## src/ecal_pkg.sv

```systemverilog
// ----------------------------------------------------------------------------
// ecal_pkg: shared types and constants for the epoch to calendar converter
// Constants of the calendar arithmetic, cumulative month table and the
// structs that travel between the sequencer, the subtract unit and the top.
// ----------------------------------------------------------------------------
package ecal_pkg;

    localparam int unsigned SECS_PER_DAY  = 86400;
    localparam int unsigned SECS_PER_HOUR = 3600;
    localparam int unsigned SECS_PER_MIN  = 60;
    localparam int unsigned DAYS_NORM     = 365;
    localparam int unsigned DAYS_LEAP     = 366;
    localparam int unsigned DAYS_QUAD     = 1461;

    // quotient widths of the three restoring divisions
    localparam int unsigned DAY_QBITS  = 16;
    localparam int unsigned HOUR_QBITS = 5;
    localparam int unsigned MIN_QBITS  = 6;

    localparam logic [31:0] DVS_DAY  = 32'(SECS_PER_DAY)  << (DAY_QBITS - 1);
    localparam logic [31:0] DVS_HOUR = 32'(SECS_PER_HOUR) << (HOUR_QBITS - 1);
    localparam logic [31:0] DVS_MIN  = 32'(SECS_PER_MIN)  << (MIN_QBITS - 1);

    // years counted from 1900
    localparam logic [7:0] YEAR_EPOCH   = 8'd70;
    localparam logic [7:0] YEAR_QUAD_CY = 8'd198;  // four-year block holding 2100
    localparam logic [7:0] YEAR_CENTURY = 8'd200;  // 2100, not a leap year

    localparam logic [2:0] EPOCH_WDAY = 3'd4;      // 1970-01-01 was a Thursday
    localparam logic [3:0] MONTH_DEC  = 4'd11;

    typedef struct packed {
        logic [31:0] a;
        logic [31:0] b;
    } t_cmp_req;

    typedef struct packed {
        logic        ge;
        logic [31:0] diff;
    } t_cmp_res;

    typedef struct packed {
        logic [5:0] sec_of_minute;
        logic [5:0] min_of_hour;
        logic [4:0] hour_of_day;
        logic [2:0] week_day;
        logic [7:0] years_since_1900;
        logic [3:0] month_index;
        logic [4:0] month_day;
        logic [8:0] year_day;
    } t_result;

    typedef struct packed {
        logic idle;
        logic res_valid;
    } t_seq_status;

    // days before the first of a month
    function automatic logic [8:0] cum_days(input logic leap, input logic [3:0] mon);
        logic [8:0] d;
        case (mon)
            4'd0:    d = 9'd0;
            4'd1:    d = 9'd31;
            4'd2:    d = 9'd59;
            4'd3:    d = 9'd90;
            4'd4:    d = 9'd120;
            4'd5:    d = 9'd151;
            4'd6:    d = 9'd181;
            4'd7:    d = 9'd212;
            4'd8:    d = 9'd243;
            4'd9:    d = 9'd273;
            4'd10:   d = 9'd304;
            4'd11:   d = 9'd334;
            default: d = 9'd365;
        endcase
        if (leap && (mon >= 4'd2)) begin
            d = d + 9'd1;
        end
        return d;
    endfunction

    // valid for 1970..2155, the only non-leap century year in range being 2100
    function automatic logic is_leap(input logic [7:0] yr);
        return (yr[1:0] == 2'b00) && (yr != YEAR_CENTURY);
    endfunction

endpackage

```

## src/ecal_cmp_sub.sv

```systemverilog
// ----------------------------------------------------------------------------
// ecal_cmp_sub: shared compare and subtract unit
// Gives a - b and whether a >= b; used by every step of the sequencer.
// ----------------------------------------------------------------------------
module ecal_cmp_sub
    import ecal_pkg::*;
(
    input  t_cmp_req i_req,
    output t_cmp_res o_res
);

    logic [32:0] w_diff;

    assign w_diff     = {1'b0, i_req.a} - {1'b0, i_req.b};
    assign o_res.ge   = ~w_diff[32];
    assign o_res.diff = w_diff[31:0];

endmodule

```

## src/ecal_seq.sv

```systemverilog
// ----------------------------------------------------------------------------
// ecal_seq: conversion sequencer
// Drives the shared subtract unit through day, hour and minute division,
// the year search and the month search, and holds the finished result.
// ----------------------------------------------------------------------------
module ecal_seq
    import ecal_pkg::*;
(
    input  logic        i_clk,
    input  logic        i_rst_n,
    input  logic        i_start,
    input  logic [31:0] i_epoch_seconds,
    input  logic        i_take,
    input  t_cmp_res    i_cmp,
    output t_cmp_req    o_cmp,
    output t_seq_status o_status,
    output t_result     o_result
);

    typedef enum logic [2:0] {
        ST_IDLE,
        ST_DIV_DAY,
        ST_DIV_HOUR,
        ST_DIV_MIN,
        ST_YEAR4,
        ST_YEAR1,
        ST_MONTH,
        ST_HOLD
    } t_state;

    t_state      r_state, n_state;
    logic [3:0]  r_cnt, n_cnt;
    logic [31:0] r_acc, n_acc;
    logic [31:0] r_dvs, n_dvs;
    logic [15:0] r_days, n_days;
    logic [2:0]  r_w, n_w;
    logic [4:0]  r_hour, n_hour;
    logic [5:0]  r_min, n_min;
    logic [5:0]  r_sec, n_sec;
    logic [2:0]  r_wday, n_wday;
    logic [7:0]  r_year, n_year;
    logic [8:0]  r_yday, n_yday;
    logic        r_leap, n_leap;
    logic [3:0]  r_mon, n_mon;
    logic [4:0]  r_mday, n_mday;

    logic [3:0]  w_w2;
    logic [2:0]  w_wmod;
    logic [3:0]  w_wofs;

    // operand select for the shared unit
    always_comb begin
        o_cmp.a = r_acc;
        case (r_state)
            ST_YEAR4: o_cmp.b = (r_year == YEAR_QUAD_CY) ? 32'(DAYS_QUAD - 1)
                                                          : 32'(DAYS_QUAD);
            ST_YEAR1: o_cmp.b = is_leap(r_year) ? 32'(DAYS_LEAP) : 32'(DAYS_NORM);
            ST_MONTH: o_cmp.b = {23'b0, cum_days(r_leap, r_mon)};
            default:  o_cmp.b = r_dvs;
        endcase
    end

    // running days mod 7 as quotient bits arrive msb first
    assign w_w2   = {r_w, i_cmp.ge};
    assign w_wmod = (w_w2 >= 4'd7) ? 3'(w_w2 - 4'd7) : w_w2[2:0];
    assign w_wofs = {1'b0, w_wmod} + {1'b0, EPOCH_WDAY};

    always_comb begin
        n_state = r_state;
        n_cnt   = r_cnt;
        n_acc   = r_acc;
        n_dvs   = r_dvs;
        n_days  = r_days;
        n_w     = r_w;
        n_hour  = r_hour;
        n_min   = r_min;
        n_sec   = r_sec;
        n_wday  = r_wday;
        n_year  = r_year;
        n_yday  = r_yday;
        n_leap  = r_leap;
        n_mon   = r_mon;
        n_mday  = r_mday;
        case (r_state)
            ST_IDLE: begin
                if (i_start) begin
                    n_acc   = i_epoch_seconds;
                    n_dvs   = DVS_DAY;
                    n_cnt   = 4'(DAY_QBITS - 1);
                    n_w     = 3'd0;
                    n_state = ST_DIV_DAY;
                end
            end
            ST_DIV_DAY: begin
                if (i_cmp.ge) begin
                    n_acc = i_cmp.diff;
                end
                n_days = {r_days[14:0], i_cmp.ge};
                n_w    = w_wmod;
                n_dvs  = r_dvs >> 1;
                n_cnt  = r_cnt - 4'd1;
                if (r_cnt == 4'd0) begin
                    n_wday  = (w_wofs >= 4'd7) ? 3'(w_wofs - 4'd7) : w_wofs[2:0];
                    n_dvs   = DVS_HOUR;
                    n_cnt   = 4'(HOUR_QBITS - 1);
                    n_state = ST_DIV_HOUR;
                end
            end
            ST_DIV_HOUR: begin
                if (i_cmp.ge) begin
                    n_acc = i_cmp.diff;
                end
                n_hour = {r_hour[3:0], i_cmp.ge};
                n_dvs  = r_dvs >> 1;
                n_cnt  = r_cnt - 4'd1;
                if (r_cnt == 4'd0) begin
                    n_dvs   = DVS_MIN;
                    n_cnt   = 4'(MIN_QBITS - 1);
                    n_state = ST_DIV_MIN;
                end
            end
            ST_DIV_MIN: begin
                if (i_cmp.ge) begin
                    n_acc = i_cmp.diff;
                end
                n_min = {r_min[4:0], i_cmp.ge};
                n_dvs = r_dvs >> 1;
                n_cnt = r_cnt - 4'd1;
                if (r_cnt == 4'd0) begin
                    // remainder is the second, day count moves into the accumulator
                    n_sec   = n_acc[5:0];
                    n_acc   = {16'b0, r_days};
                    n_year  = YEAR_EPOCH;
                    n_state = ST_YEAR4;
                end
            end
            ST_YEAR4: begin
                if (i_cmp.ge) begin
                    n_acc  = i_cmp.diff;
                    n_year = r_year + 8'd4;
                end else begin
                    n_state = ST_YEAR1;
                end
            end
            ST_YEAR1: begin
                if (i_cmp.ge) begin
                    n_acc  = i_cmp.diff;
                    n_year = r_year + 8'd1;
                end else begin
                    n_yday  = r_acc[8:0];
                    n_leap  = is_leap(r_year);
                    n_mon   = MONTH_DEC;
                    n_state = ST_MONTH;
                end
            end
            ST_MONTH: begin
                // january starts at zero, so the search ends there at the latest
                if (i_cmp.ge) begin
                    n_mday  = i_cmp.diff[4:0] + 5'd1;
                    n_state = ST_HOLD;
                end else begin
                    n_mon = r_mon - 4'd1;
                end
            end
            ST_HOLD: begin
                if (i_take) begin
                    n_state = ST_IDLE;
                end
            end
            default: begin
                n_state = ST_IDLE;
            end
        endcase
    end

    always_ff @(posedge i_clk) begin
        if (!i_rst_n) begin
            r_state <= ST_IDLE;
        end else begin
            r_state <= n_state;
        end
        r_cnt  <= n_cnt;
        r_acc  <= n_acc;
        r_dvs  <= n_dvs;
        r_days <= n_days;
        r_w    <= n_w;
        r_hour <= n_hour;
        r_min  <= n_min;
        r_sec  <= n_sec;
        r_wday <= n_wday;
        r_year <= n_year;
        r_yday <= n_yday;
        r_leap <= n_leap;
        r_mon  <= n_mon;
        r_mday <= n_mday;
    end

    assign o_status.idle      = (r_state == ST_IDLE);
    assign o_status.res_valid = (r_state == ST_HOLD);

    assign o_result.sec_of_minute    = r_sec;
    assign o_result.min_of_hour      = r_min;
    assign o_result.hour_of_day      = r_hour;
    assign o_result.week_day         = r_wday;
    assign o_result.years_since_1900 = r_year;
    assign o_result.month_index      = r_mon;
    assign o_result.month_day        = r_mday;
    assign o_result.year_day         = r_yday;

endmodule

```

## src/epoch_seconds_to_calendar_unit.sv

```systemverilog
// ----------------------------------------------------------------------------
// epoch_seconds_to_calendar_unit: seconds since 1970 to calendar fields
// Converts an unsigned 32-bit epoch second count into second, minute, hour,
// weekday, year, month, day of month and day of year.
// ----------------------------------------------------------------------------
//  channel  | valid        | ready        | payload
//  ---------+--------------+--------------+---------------------------------
//  input    | i_in_valid   | o_in_ready   | i_epoch_seconds
//  output   | o_out_valid  | i_out_ready  | o_sec_of_minute .. o_year_day
//
// one transaction runs from the accepting edge to the edge that loads the
// output register through restoring division of days, hours and minutes,
// 1 to 35 four-year steps, 1 to 4 single-year steps, 1 to 12 month steps
// and the load from the hold state, all on one shared subtractor.
// o_in_ready is high only while the sequencer is idle; a finished result
// waits in the sequencer until the output register is free.
// synchronous active-low reset clears sequencer state and output valid.
// ----------------------------------------------------------------------------
module epoch_seconds_to_calendar_unit
    import ecal_pkg::*;
(
    input  logic        i_clk,
    input  logic        i_rst_n,
    input  logic        i_in_valid,
    output logic        o_in_ready,
    input  logic [31:0] i_epoch_seconds,
    output logic        o_out_valid,
    input  logic        i_out_ready,
    output logic [5:0]  o_sec_of_minute,
    output logic [5:0]  o_min_of_hour,
    output logic [4:0]  o_hour_of_day,
    output logic [2:0]  o_week_day,
    output logic [7:0]  o_years_since_1900,
    output logic [3:0]  o_month_index,
    output logic [4:0]  o_month_day,
    output logic [8:0]  o_year_day
);

    t_cmp_req    w_req;
    t_cmp_res    w_res;
    t_seq_status w_status;
    t_result     w_result;
    logic        w_start;
    logic        w_load;
    logic        r_out_valid;
    t_result     r_out;

    assign w_start = i_in_valid && w_status.idle;
    assign w_load  = w_status.res_valid && (!r_out_valid || i_out_ready);

    ecal_cmp_sub u_cmp (
        .i_req (w_req),
        .o_res (w_res)
    );

    ecal_seq u_seq (
        .i_clk           (i_clk),
        .i_rst_n         (i_rst_n),
        .i_start         (w_start),
        .i_epoch_seconds (i_epoch_seconds),
        .i_take          (w_load),
        .i_cmp           (w_res),
        .o_cmp           (w_req),
        .o_status        (w_status),
        .o_result        (w_result)
    );

    always_ff @(posedge i_clk) begin
        if (!i_rst_n) begin
            r_out_valid <= 1'b0;
        end else if (w_load) begin
            r_out_valid <= 1'b1;
        end else if (i_out_ready) begin
            r_out_valid <= 1'b0;
        end
        if (w_load) begin
            r_out <= w_result;
        end
    end

    assign o_in_ready         = w_status.idle;
    assign o_out_valid        = r_out_valid;
    assign o_sec_of_minute    = r_out.sec_of_minute;
    assign o_min_of_hour      = r_out.min_of_hour;
    assign o_hour_of_day      = r_out.hour_of_day;
    assign o_week_day         = r_out.week_day;
    assign o_years_since_1900 = r_out.years_since_1900;
    assign o_month_index      = r_out.month_index;
    assign o_month_day        = r_out.month_day;
    assign o_year_day         = r_out.year_day;

endmodule

```

## config.mk

```make
export PLATFORM = sky130hd
export DESIGN_NAME = epoch_seconds_to_calendar_unit
export DESIGN_NICKNAME = d
export VERILOG_FILES = /design/src/ecal_pkg.sv /design/src/ecal_cmp_sub.sv /design/src/ecal_seq.sv /design/src/epoch_seconds_to_calendar_unit.sv
export SDC_FILE = /design/constraint.sdc
export NUM_CORES = 1
export LEC_CHECK = 0
export BUFFER_PORTS_ARGS = -buffer_cell sky130_fd_sc_hd__buf_2
export CAP_MARGIN = 20
export CORE_MARGIN = 2
export CORE_UTILIZATION = 45
export DETAILED_ROUTE_END_ITERATION = 6
export PLACE_DENSITY = 0.65
export SLEW_MARGIN = 25
export SYNTH_ARGS = -nofsm -noshare
export SYNTH_HDL_FRONTEND = slang
export SYNTH_SLANG_ARGS = --single-unit
```

## constraint.sdc

```tcl
create_clock -name i_clk -period 5.1 [get_ports i_clk]
set_input_delay 0.765 -clock i_clk [delete_from_list [all_inputs] [get_ports i_clk]]
set_output_delay 0.765 -clock i_clk [all_outputs]
set_load 0.05 [all_outputs]
```

; ---- Word level (Yosys, flattened, before mapping)
; Memory sizes are Yosys's and may differ from the RTL's. A register that Yosys moved wholly into a read port is not among the register bits.
; Cells that the tools add are included.
[word_totals]
register_bits = 184
latchBits = 0
ramBits = 0
mem_bits_ro = 144
out_inout_bits = 48
memories = 1
[memory_table]
columns = name, words, width, read_ports, rd_clocked_by_memory_dff, wr, line
row1 = (no name shown), 16, 9, 1, 1, 0, ecal_pkg.sv:61  ; case (mon)
[op_classes]
add_sub_neg = 10
mul = 0
div = 0
order_cmp = 3
n_eq_ne = 20
n_shift = 0
n_mux = 40
bitwise = 1
n_reduce_logical = 26
[op_table]
columns = operator, n
row1 = $pmux W32 S3, 2
row2 = $mux W32, 4
row3 = $pmux W32 S4, 1
row4 = $mux W31, 2
row5 = $mux W3, 11
row6 = $sub A32 B32 Y33, 1
row7 = $mux W4, 6
row8 = $mux W8, 3
row9 = $pmux W3 S8, 1
row10 = $pmux W8 S3, 1
row11 = $mux W9, 2
row12 = $pmux W4 S4, 1
row13 = $reduce_and A2 Y1, 7
row14 = $eq A3 B3 Y1 const B, 4
row15 = $ne A2 B2 Y1 const B, 6
row16 = $ne A2 B1 Y1 const B, 5
row17 = $add A9 B1 Y9 const B, 1
row18 = $add A8 B1 Y8 const B, 1
row19 = $add A8 B3 Y8 const B, 1
row20 = $eq A8 B8 Y1 const B, 1
row21 = $ge A4 B3 Y1 const B, 2
row22 = $ne A8 B8 Y1 const B, 1
row23 = $pmux W4 S2, 1
row24 = $reduce_and A8 Y1, 1
row25 = 23 further kinds, 34

; ---- Depth between registers and ports, before layout
; Gate-level depths: netlist of the first run.
[depth]
depth_word = 12
ltp_mapped = 31

; ---- By module
; Synthesis of the first run repeated with hierarchy kept, for this count alone.
[unflattened]
hier_cells = 946
hier_area_um2 = 10445.0
[modules_own_cells]
columns = module, instances, cells_per_inst, area_each_um2, seq_area_each_um2
row1 = ecal_seq, 1, 620, 7149.4, 4264.1
row2 = ecal_cmp_sub, 1, 275, 1860.5, 0.0
row3 = epoch_seconds_to_calendar_unit, 1, 51, 1435.1, 1401.3

; ---- Least setup slack after synthesis of the first run
; No wires, ideal clock.
[synth_path]
path_kind = register to register
from = register u_seq.r_state[0]
to = register u_seq.r_wday[1], data pin
setup_ns = 0.274
t_arrival_ns = 5.069
required_time_ns = 4.826
slack_ns = -0.242
stages_incl_launch_ff = 32
path_buffers = 4
path_cell_list = dfxtp_1 inv_1 ha_1 and2_1 clkbuf_1 nor2_1 a21oi_1 o21ai_0 o21ai_0 nand2_1 ha_1 inv_1 fa_1 a211oi_1 o21a_1 a21oi_1 o21ai_2 o21a_4 inv_4 buf_6 buf_4 buf_2 ha_1 a21oi_1 nand2b_1 nor2_1 a31oi_1 ha_1 nor2_1 xor2_1 nor2_1 a21oi_1
[synth_rtl]
columns = item, line
row1 = "start, declared", ecal_seq.sv:31  ; t_state r_state, n_state;
row2 = "start signal, assigned", ecal_seq.sv:180  ; r_state <= n_state;
row3 = "end signal, assigned", ecal_seq.sv:190  ; r_wday <= n_wday;
row4 = "end, declared", ecal_seq.sv:40  ; logic [2:0] r_wday, n_wday;

==> metrics.cfg, run 1 <==
[placed_design]
place.port_buffers=83
dp_worst_setup_slack_ps=202
post-place-cells=1253
gp_routability_congestion=0.889
placed_area_mm2=0.0110
dp_hpwl_mm=16.9

[clock_network]
clk_pin_slew_ps=80
clkLatencyLatePin_ps=440
clock-sinks=193
cts_buffer_depth=2
numCtsBuffers=17
ctsHtreeMaxLevel=4
cts_root_buf=clkbuf_16
cts_tree=yes

[setup_path]
end_kind=flip-flop
worstSetupStartpoint=u_seq.r_mon[0]
crit_chain=inv_1, ha_1, o41a_1, and4_1, xnor2_1, nor2_1, a311oi_1, ha_1, o211ai_1, o21a_1, a21oi_1, o21ai_2, o21a_4, buf_4, nand3_1, nor2b_1, inv_1, ha_1, nand2_1, mux2_2
crit_fanout=11
cpMaxStageDelayCell=o41a_1
cp_common_cell=ha_1
regToRegStartpoint=u_seq.r_mon[0]
arrival_ps=5050
cp-start-kind=flip-flop
cpPeakStageDelay_ps=400
crit_required_ps=5420
crit_type=flip-flop to flip-flop

[detailed_routing]
drc=0
via_per_inst=5.70
drt_iter0_drc=619
drtPass1Iterations=5
wl_per_cell_um=18.3
vias=7333
ant_nets=0
wl_mm=23.6

[sta]
hold_viol=0
worst_pin_slew_ps=1010
finalCritPeriodShare_pct=92.7
setup_violations=0
max_freq_mhz=211
slew_headroom_pct=31.7
skew_ps=23.3
layout_setup_ws_ps=371
finalSetupTns_ps=0
rsz0062_at_grt=no
post-route-min-period_ps=4730
slew_violations=0

[logic_synthesis]
synth_area_mm2=0.0101
synthArstFlopShare_pct=0
synth_compound_area_share_pct=15.7
syn_nets=986
synth_xor_area_share_pct=4.00
avgSynthCellArea_um2=11.3
seq_area_frac_synth_pct=56.2
synth-main-ff-cell=edfxtp_1
synth_top_area_cell=edfxtp_1
synthAdderAreaFrac_pct=6.78
synth.area.mux_share_pct=2.40
synth_top_area_share_pct=53.6
synthSimpleGateAreaFrac_pct=12.1
yosysWarnings=0
synth_edf_count=180
synth.distinct_cells=65
syn_inst=896
synth_area_leaders=edfxtp_1, ha_1, nand2_1, o21ai_0, a21oi_1
synth_top_family_by_area=compound AO/OA/AOI/OAI gates
ys_ff_latch=193

[grt]
antenna_found_initial=0
grt_pass1_vias=7101
gr-total-overflow=0
grt_usage_pct=19.9
grt_max_degree=47
grt_first_pass_wirelength_mm=37.0

[layout]
fin_util_pct=53.0
drive_gt1_share_pct=17.2
final_common_cell=edfxtp_1
fillCellCount=1962
syn_to_final_growth_pct=15.1
nets=1085
layout_common_cells=edfxtp_1, nand2_1, buf_2
final_cells=1287
n_antenna_cell=0
final_cell_area_mm2=0.0116

[min_path]
hp-start=u_seq.r_wday[1]
worstHoldPathType=flip-flop to flip-flop

[floorplan]
rows=54
die_area_mm2=0.0236
die_y_um=154
io_pins=84
initial_utilization_pct=46.1
die_width_um=154
coreArea_mm2=0.0219

[status]
status=complete, no violations

[pwr]
leakage_nw=4.55
power_density_mw_per_mm2=753
ir_drop_mv=0.338

[run]
cap_viol_max_count=0

[cells by family (layout without fill, tap and decap cells)]
group,count (synthesis),after routing
multiplexers,23,23
buffers and inverters,68,179
adder cells (fa/ha/maj),54,54
AO/OA/AOI/OAI,245,245
flip-flops,193,193
AND/OR/NAND/NOR,267,267
XOR/XNOR,46,46
[path summary, 6_finish.rpt]
path              cells after the start  slack [ps]             to
setup / recovery                     20         370      flip-flop
hold reg to reg                       0         420  o_week_day[1]
hold / removal                        0         420  o_week_day[1]
setup reg to reg                     20         370      flip-flop
[flip-flops by register name, indices dropped and copies added (netlist names), named ones only]
signal / count
u_seq.r_acc: 32
u_seq.r_dvs: 32
u_seq.r_days: 16
o_year_day: 9
u_seq.r_yday: 9
o_years_since_1900: 8
u_seq.r_year: 8
o_min_of_hour: 6
o_sec_of_minute: 6
u_seq.r_min: 6
u_seq.r_sec: 6
o_hour_of_day: 5
o_month_day: 5
u_seq.r_hour: 5
u_seq.r_mday: 5
o_month_index: 4
u_seq.r_cnt: 4
u_seq.r_mon: 4
o_week_day: 3
u_seq.r_state: 3
u_seq.r_w: 3
u_seq.r_wday: 3
o_out_valid: 1
u_seq.r_leap: 1
[routing by layer]
| metal | vias to the layer above | part of all wire [%] | global-route usage (%) |
|---|---|---|---|
| met4 | 0 | 2.5 | 7.73 |
| li1 | 3538 | - | - |
| met2 | 252 | 46 | 31.3 |
| met3 | 46 | 5.6 | 3.78 |
| met1 | 3497 | 46 | 27.3 |
| met5 | - | 0 | 0 |
[synth_stat cells (2+ instances only)]
master / number
edfxtp_1: 180
nand2_1: 112
o21ai_0: 67
nor2_1: 64
a21oi_1: 60
ha_1: 53
inv_1: 33
xnor2_1: 28
clkbuf_1: 26
and2_1: 25
xor2_1: 18
nand3_1: 17
mux2i_1: 16
a21o_1: 15
a22oi_1: 15
dfxtp_1: 13
a31oi_1: 10
a211oi_1: 9
nor3_1: 9
and3_1: 8
o211ai_1: 8
nand2b_1: 7
o221ai_1: 7
mux2_2: 6
nor2b_1: 6
o21a_1: 6
nand4_1: 5
o22ai_1: 5
a311oi_1: 4
a32oi_1: 4
buf_2: 4
o211a_1: 4
or3_1: 4
a21boi_0: 3
a221o_1: 3
buf_6: 3
o21bai_1: 3
o31ai_1: 3
a21oi_2: 2
a221oi_1: 2
a22o_1: 2
nand4b_1: 2
nor3b_1: 2
o31a_1: 2
[cell type report]
cell class                 instances  area [um^2]  share of cell area (%)
timing repair buffer             114          672                    5.79
sequential                       193         5670                    48.8
inverter                          34          130                    1.12
tap                              280          350                    3.02
clock buffer                      17          425                    3.67
clock inverter                    14          158                    1.36
multi-input combinational        635         4200                    36.2
[worst max-delay path, delay by kind of cell (launching register included)]
family / cells / cell delay [ps]
xor gates and xnor gates: 1 / 130
DFF: 1 / 350
and+or+nand+nor: 5 / 910
adders and majority gates: 3 / 860
buffers and inverters: 3 / 420
AOI/OAI and AO/OA: 7 / 1670
muxes: 1 / 260
[through the flow]
| step | hold WS [ps] | power (W) |
|---|---|---|
| floorplan | 400 | 0.00612 |
| global placement | 401 | 0.00726 |
| detailed placement | 405 | 0.00735 |
| CTS | 418 | 0.00871 |
| global route | 431 | 0.00939 |
| finish | 416 | 0.00873 |
[power by group]
group	leakage [nW]	internal, W	total, W	switching [W]
Combinational	2.46	0.00183	0.00471	0.00288
Sequential	1.80	0.00245	0.00271	0.000257
Clock	0.286	0.000659	0.00132	0.000659
Total	4.55	0.00493	0.00873	0.00379
[repair_timing]
item | in CTS | in global routing
buffers inserted | 0 | 3
endpoints found under the setup margin | 0 | 2
resized for setup | 0 | 6
hold buffers | 0 | 0
No activity file was read; power rests on OpenSTA's default activity.
==> run 2, diff against run 1 <==
- REMOVE_ABC_BUFFERS: default -> 1
==> run 2 against run 1 <==
Effect of this change: clock power rose by 5%; critical path depth rose by 4; wire length fell by 0.67%; utilization rose by 0.22 points; final cell count rose by 0.54%; combinational power barely moved; maximum frequency fell by 1.4%; worst hold slack improved by 6.8 ps; critical path type unchanged; register-to-register slack got worse by 70 ps; first-iteration DRC count fell by 16%; sequential share of layout area fell by 0.20 points; non-clock buffer count rose by 6.
==> metrics.cfg, run 2 (synthesized netlist as in run 1, its figures left out) <==
[min_path]
holdPathStages=0  ; unchanged
worstHoldPathType=flip-flop to flip-flop

[floorplan]
rows=54  ; unchanged
initial_utilization_pct=46.1  ; unchanged
die_area_mm2=0.0236  ; unchanged
die_y_um=154  ; unchanged
io_pins=84  ; unchanged
coreArea_mm2=0.0219  ; unchanged
die_width_um=154  ; unchanged

[clock_network]
ctsHtreeMaxLevel=4  ; unchanged
holdBufCountCts=0  ; unchanged
clock-sinks=193  ; unchanged
clkLatencyLatePin_ps=440  ; about the same
cts_root_buf=clkbuf_16
clk_pin_slew_ps=80  ; about the same
cts_tree=yes
numCtsBuffers=17  ; unchanged
cts_buffer_depth=2  ; unchanged

[grt]
antenna_found_initial=0  ; unchanged
grt_usage_pct=19.9  ; +0.057 points
grt_pass1_vias=7126  ; +0.35%
gr-total-overflow=0  ; unchanged
grt_first_pass_wirelength_mm=37.4  ; +1.1%
grt_max_degree=47  ; unchanged

[detailed_routing]
drtPass1Iterations=5  ; unchanged
vias=7325  ; -0.11%
wl_mm=23.4  ; -0.67%
drt_iter0_drc=520  ; -16%
ant_nets=0  ; unchanged
via_per_inst=5.66  ; -0.65%
wl_per_cell_um=18.1  ; -1.2%
drc=0  ; unchanged

[setup_path]
cp-start-kind=flip-flop
crit_required_ps=5290  ; -130 ps
end_kind=flip-flop
ff2ff_path_depth=24  ; +20%
arrival_ps=4990  ; -60 ps
crit_type=flip-flop to flip-flop
crit_fanout=8  ; -3

[placed_design]
placed_area_mm2=0.0110  ; -0.15%
gp_routability_congestion=0.902  ; +1.4%
post-place-cells=1255  ; +0.16%
dp_hpwl_mm=16.5  ; -2.0%
place.port_buffers=83  ; unchanged

[layout]
regArea_mm2=0.00567  ; unchanged
reg_top3=u_seq.r_acc: 32 flops, u_seq.r_dvs: 32 flops, u_seq.r_days: 16 flops
layout_common_cells=edfxtp_1, nand2_1, buf_2
fillCellCount=1934  ; -1.4%
syn_to_final_growth_pct=15.5
final_cells=1294  ; +0.54%
final_cell_area_mm2=0.0116  ; +0.41%
drive_gt1_share_pct=17.5  ; +0.28 points
multi_input_area_mm2=0.00418  ; -0.54%
n_antenna_cell=0  ; unchanged
nets=1091  ; +0.55%
final_common_cell=edfxtp_1

[sta]
skew_ps=10.4  ; -13.0 ps
slew_violations=0  ; unchanged
worst_pin_slew_ps=929  ; -84.3 ps
hold_viol=0  ; unchanged
slew_headroom_pct=37.8  ; +6.1 points
finalCritPeriodShare_pct=94.0  ; +1.3 points
setup_violations=0  ; unchanged
max_freq_mhz=209  ; -1.4%
whs_ps=423  ; +6.84 ps
post-route-min-period_ps=4800  ; +66.0 ps

[pwr]
leakage_nw=4.58  ; +0.64%
ir_drop_mv=0.447  ; +32%
power_density_mw_per_mm2=757  ; +0.66%

[run]
cap_viol_max_count=0  ; unchanged

[status]
status=complete, no violations

==> run 2: cell count changes in the layout (fill, tap and decap cells not counted), moves of 2 or more <==
cell	before	now
buf_4	29	37
clkinv_4	4	1
clkinv_8	2	8
inv_8	5	3
==> run 2: path summary, 6_finish.rpt <==
path / startpoint / endpoint / slack, ps
setup / recovery: u_seq.r_mon[1] / u_seq.r_wday[1] / 300
hold / removal: u_seq.r_yday[7] / o_year_day[7] / 420
setup reg to reg: u_seq.r_mon[1] / u_seq.r_wday[1] / 300
hold reg to reg: u_seq.r_yday[7] / o_year_day[7] / 420
==> run 2: cell type report <==
| cell class | count | area share, % |
|---|---|---|
| inverter | 34 | 1.12 |
| timing repair buffer | 120 | 5.95 |
| clock buffer | 17 | 3.65 |
| multi-input combinational | 635 | 35.9 |
| sequential | 193 | 48.6 |
| clock inverter | 15 | 1.77 |
| tap | 280 | 3.01 |
==> run 2: power breakdown <==
group          switching (W)  internal [W]  leakage (nW)
registers           0.000262       0.00245          1.80
logic                0.00288       0.00184          2.47
clock network       0.000714      0.000678         0.303
==> run 2: layer usage <==
layer	up-vias	wire (um)	global-route usage, %
met2	205	11300	33.7
met3	28	1010	3.33
li1	3544	-	-
met5	-	0	0
met4	0	386	5.42
met1	3548	10700	26.7
==> run 2: per-stage QoR <==
stage | setup TNS (ps) | utilization (%) | power, W | setup WS, ps
final | 0 | 53.2 | 0.00882 | 305
after global routing | -7.77 | 53.2 | 0.00946 | -7.77
after CTS | 0 | 52.9 | 0.00876 | 244
after detailed placement | 0 | 50.0 | 0.00733 | 335
after global placement | 0 | 50.0 | 0.00725 | 460
after floorplan | -4570 | - | 0.00601 | -608
==> run 2: critical path, cell delays in order, from the launching register on <==
cell and delay [ps]:
edfxtp_1 460, ha_1 220, o41a_1 460, xor2_1 160
o21ai_0 80, nand2_1 120, ha_1 180, inv_1 60
fa_1 430, a211oi_1 280, o21a_1 180, a21oi_1 130
o21ai_2 200, o21a_4 170, inv_4 60, ha_1 220
a21oi_2 170, nand2b_1 170, nor2_1 50, a31oi_1 160
ha_2 230, nor2_1 60, xor2_1 140, nor2_1 100
a21oi_1 50
==> run 2: repair_timing <==
| item | in CTS | in global routing |
|---|---|---|
| setup endpoints to repair | 0 | 1 |
| buffers inserted | 0 | 7 |
| gates resized for setup | 0 | 3 |
==> run 3, diff against run 2 <==
- GPL_TIMING_DRIVEN: default -> 0
- SKIP_LAST_GASP: default -> 1
==> run 3 against run 2 <==
Effect of this change: combinational power rose by 5.7%; non-clock buffer count is 10 lower; sequential share of layout area decreased by 0.61 points; critical endpoint unchanged; clock skew increased by 2.0 ps; setup slack worse by 120 ps; worst hold slack got worse by 1.9 ps.
==> metrics.cfg, run 3 (synthesized netlist as in run 1, its figures left out) <==
[sta]
finalCritPeriodShare_pct=96.4  ; +2.4 points
worst_pin_slew_ps=893  ; -36.4 ps
finalSetupTns_ps=0  ; unchanged
post-route-min-period_ps=4920  ; +124 ps
hold_viol=0  ; unchanged
max_freq_mhz=203  ; -2.5%
slew_headroom_pct=40.4  ; +2.6 points
skew_ps=12.4  ; +2.02 ps
slew_violations=0  ; unchanged
layout_setup_ws_ps=181  ; -124 ps
setup_violations=0  ; unchanged

[run]
cap_viol_max_count=0  ; unchanged

[floorplan]
die_width_um=154  ; unchanged
io_pins=84  ; unchanged
rows=54  ; unchanged
die_area_mm2=0.0236  ; unchanged
initial_utilization_pct=46.1  ; unchanged
die_y_um=154  ; unchanged
coreArea_mm2=0.0219  ; unchanged

[clock_network]
clkLatencyLatePin_ps=440  ; about the same
ctsHtreeMaxLevel=4  ; unchanged
clock-sinks=193  ; unchanged
holdBufCountCts=0  ; unchanged
clk_pin_slew_ps=80  ; about the same
numCtsBuffers=17  ; unchanged
cts_root_buf=clkbuf_16
cts_tree=yes
cts_buffer_depth=2  ; unchanged

[setup_path]
cpPeakStageDelay_ps=440  ; -20 ps
crit_required_ps=5290  ; about the same
end_kind=flip-flop
cpMaxStageDelayCell=edfxtp_1
crit_fanout=6  ; -2
crit_type=flip-flop to flip-flop
arrival_ps=5110  ; +120 ps
cp_common_cell=nor2_1
cp-start-kind=flip-flop

[layout]
multi_input_area_mm2=0.00431  ; +3.1%
regArea_mm2=0.00567  ; about the same
syn_to_final_growth_pct=17.0
nets=1084  ; -0.64%
n_antenna_cell=0  ; unchanged
layout_common_cells=edfxtp_1, nand2_1, buf_2
final_common_cell=edfxtp_1
reg_top3=u_seq.r_acc: 32 flops, u_seq.r_dvs: 32 flops, u_seq.r_days: 16 flops
fin_util_pct=53.9  ; +0.69 points
drive_gt1_share_pct=19.5  ; +2.0 points
fillCellCount=1918  ; -0.83%

[detailed_routing]
drt_iter0_drc=500  ; -3.8%
drtPass1Iterations=5  ; unchanged
via_per_inst=5.70  ; +0.64%
wl_per_cell_um=18.4  ; +1.7%
drc=0  ; unchanged
wl_mm=23.7  ; +1.1%
ant_nets=0  ; unchanged
vias=7332  ; +0.096%

[placed_design]
dp_worst_setup_slack_ps=-1780  ; -2120 ps
place.port_buffers=83  ; unchanged
gp_routability_congestion=0.903  ; +0.11%
dp_hpwl_mm=16.0  ; -3.4%

[pwr]
power_w=0.00905  ; +2.6%
leakage_nw=4.61  ; +0.74%
power_density_mw_per_mm2=767  ; +1.3%
ir_drop_mv=0.383  ; -14%

[grt]
grt_pass1_vias=7094  ; -0.45%
antenna_found_initial=0  ; unchanged
grt_max_degree=45  ; -4.3%
grt_usage_pct=19.9  ; -0.023 points
grt_first_pass_wirelength_mm=37.2  ; -0.57%
gr-total-overflow=0  ; unchanged

[status]
status=complete, no violations

[min_path]
worstHoldPathType=flip-flop to flip-flop

[run 3: repair_timing]
action                                 4_1_cts  5_1_grt
gates cloned                                 1        2
setup endpoints to repair                   80       14
setup buffers                                3       18
pin swaps                                    3       12
endpoints found under the hold margin        0        0
resized for setup                           15       24
[run 3: final cells by class]
type,count,area share (%)
clock buffer,17,3.61
clock inverter,15,1.53
sequential,193,48.0
inverter,34,1.30
timing repair inverter,2,0.191
multi-input combinational,636,36.5
tap,280,2.97
timing repair buffer,110,5.85
[run 3: worst paths after layout]
| check | from | end | slack [ps] | cells past startpoint |
|---|---|---|---|---|
| max reg2reg | u_seq.r_mon[0] | u_seq.r_wday[1] | 180 | 26 |
| max | u_seq.r_mon[0] | u_seq.r_wday[1] | 180 | 26 |
| min | u_seq.r_wday[0] | o_week_day[0] | 420 | 0 |
| min reg2reg | u_seq.r_wday[0] | o_week_day[0] | 420 | 0 |
[run 3: through the flow]
| step | cells | area, um^2 | hold WS [ps] |
|---|---|---|---|
| final | 1287 | 11800 | 421 |
| after floorplan | 862 | 9920 | 400 |
| after CTS | 1267 | 11600 | 422 |
| after detailed placement | 1231 | 10900 | 405 |
| after global routing | 1287 | 11800 | 424 |
| after global placement | 1225 | 10700 | 401 |
[run 3: report_power, final]
part / internal, W / switching (W) / leakage (nW)
clock network: 0.000667 / 0.000683 / 0.292
registers: 0.00245 / 0.000258 / 1.80
logic: 0.00197 / 0.00302 / 2.52
total: 0.00509 / 0.00396 / 4.61
[run 3: critical path: cells and delay by family, from the launching register on]
| kind | cells | cell delay (ps) |
|---|---|---|
| AO/OA/AOI/OAI | 10 | 1880 |
| adder cells (fa/ha/maj) | 4 | 940 |
| AND/OR/NAND/NOR | 6 | 570 |
| flip-flops | 1 | 440 |
| buffers and inverters | 3 | 320 |
| XOR/XNOR | 2 | 310 |
| multiplexers | 1 | 180 |
[run 3: per-layer routing]
layer	vias to the layer above	GRT usage, %	share of wire [%]
met2	213	32.3	48
met1	3539	26.8	45
met4	0	8.39	2.6
li1	3533	-	-
met3	47	3.04	5.1
met5	-	0	0
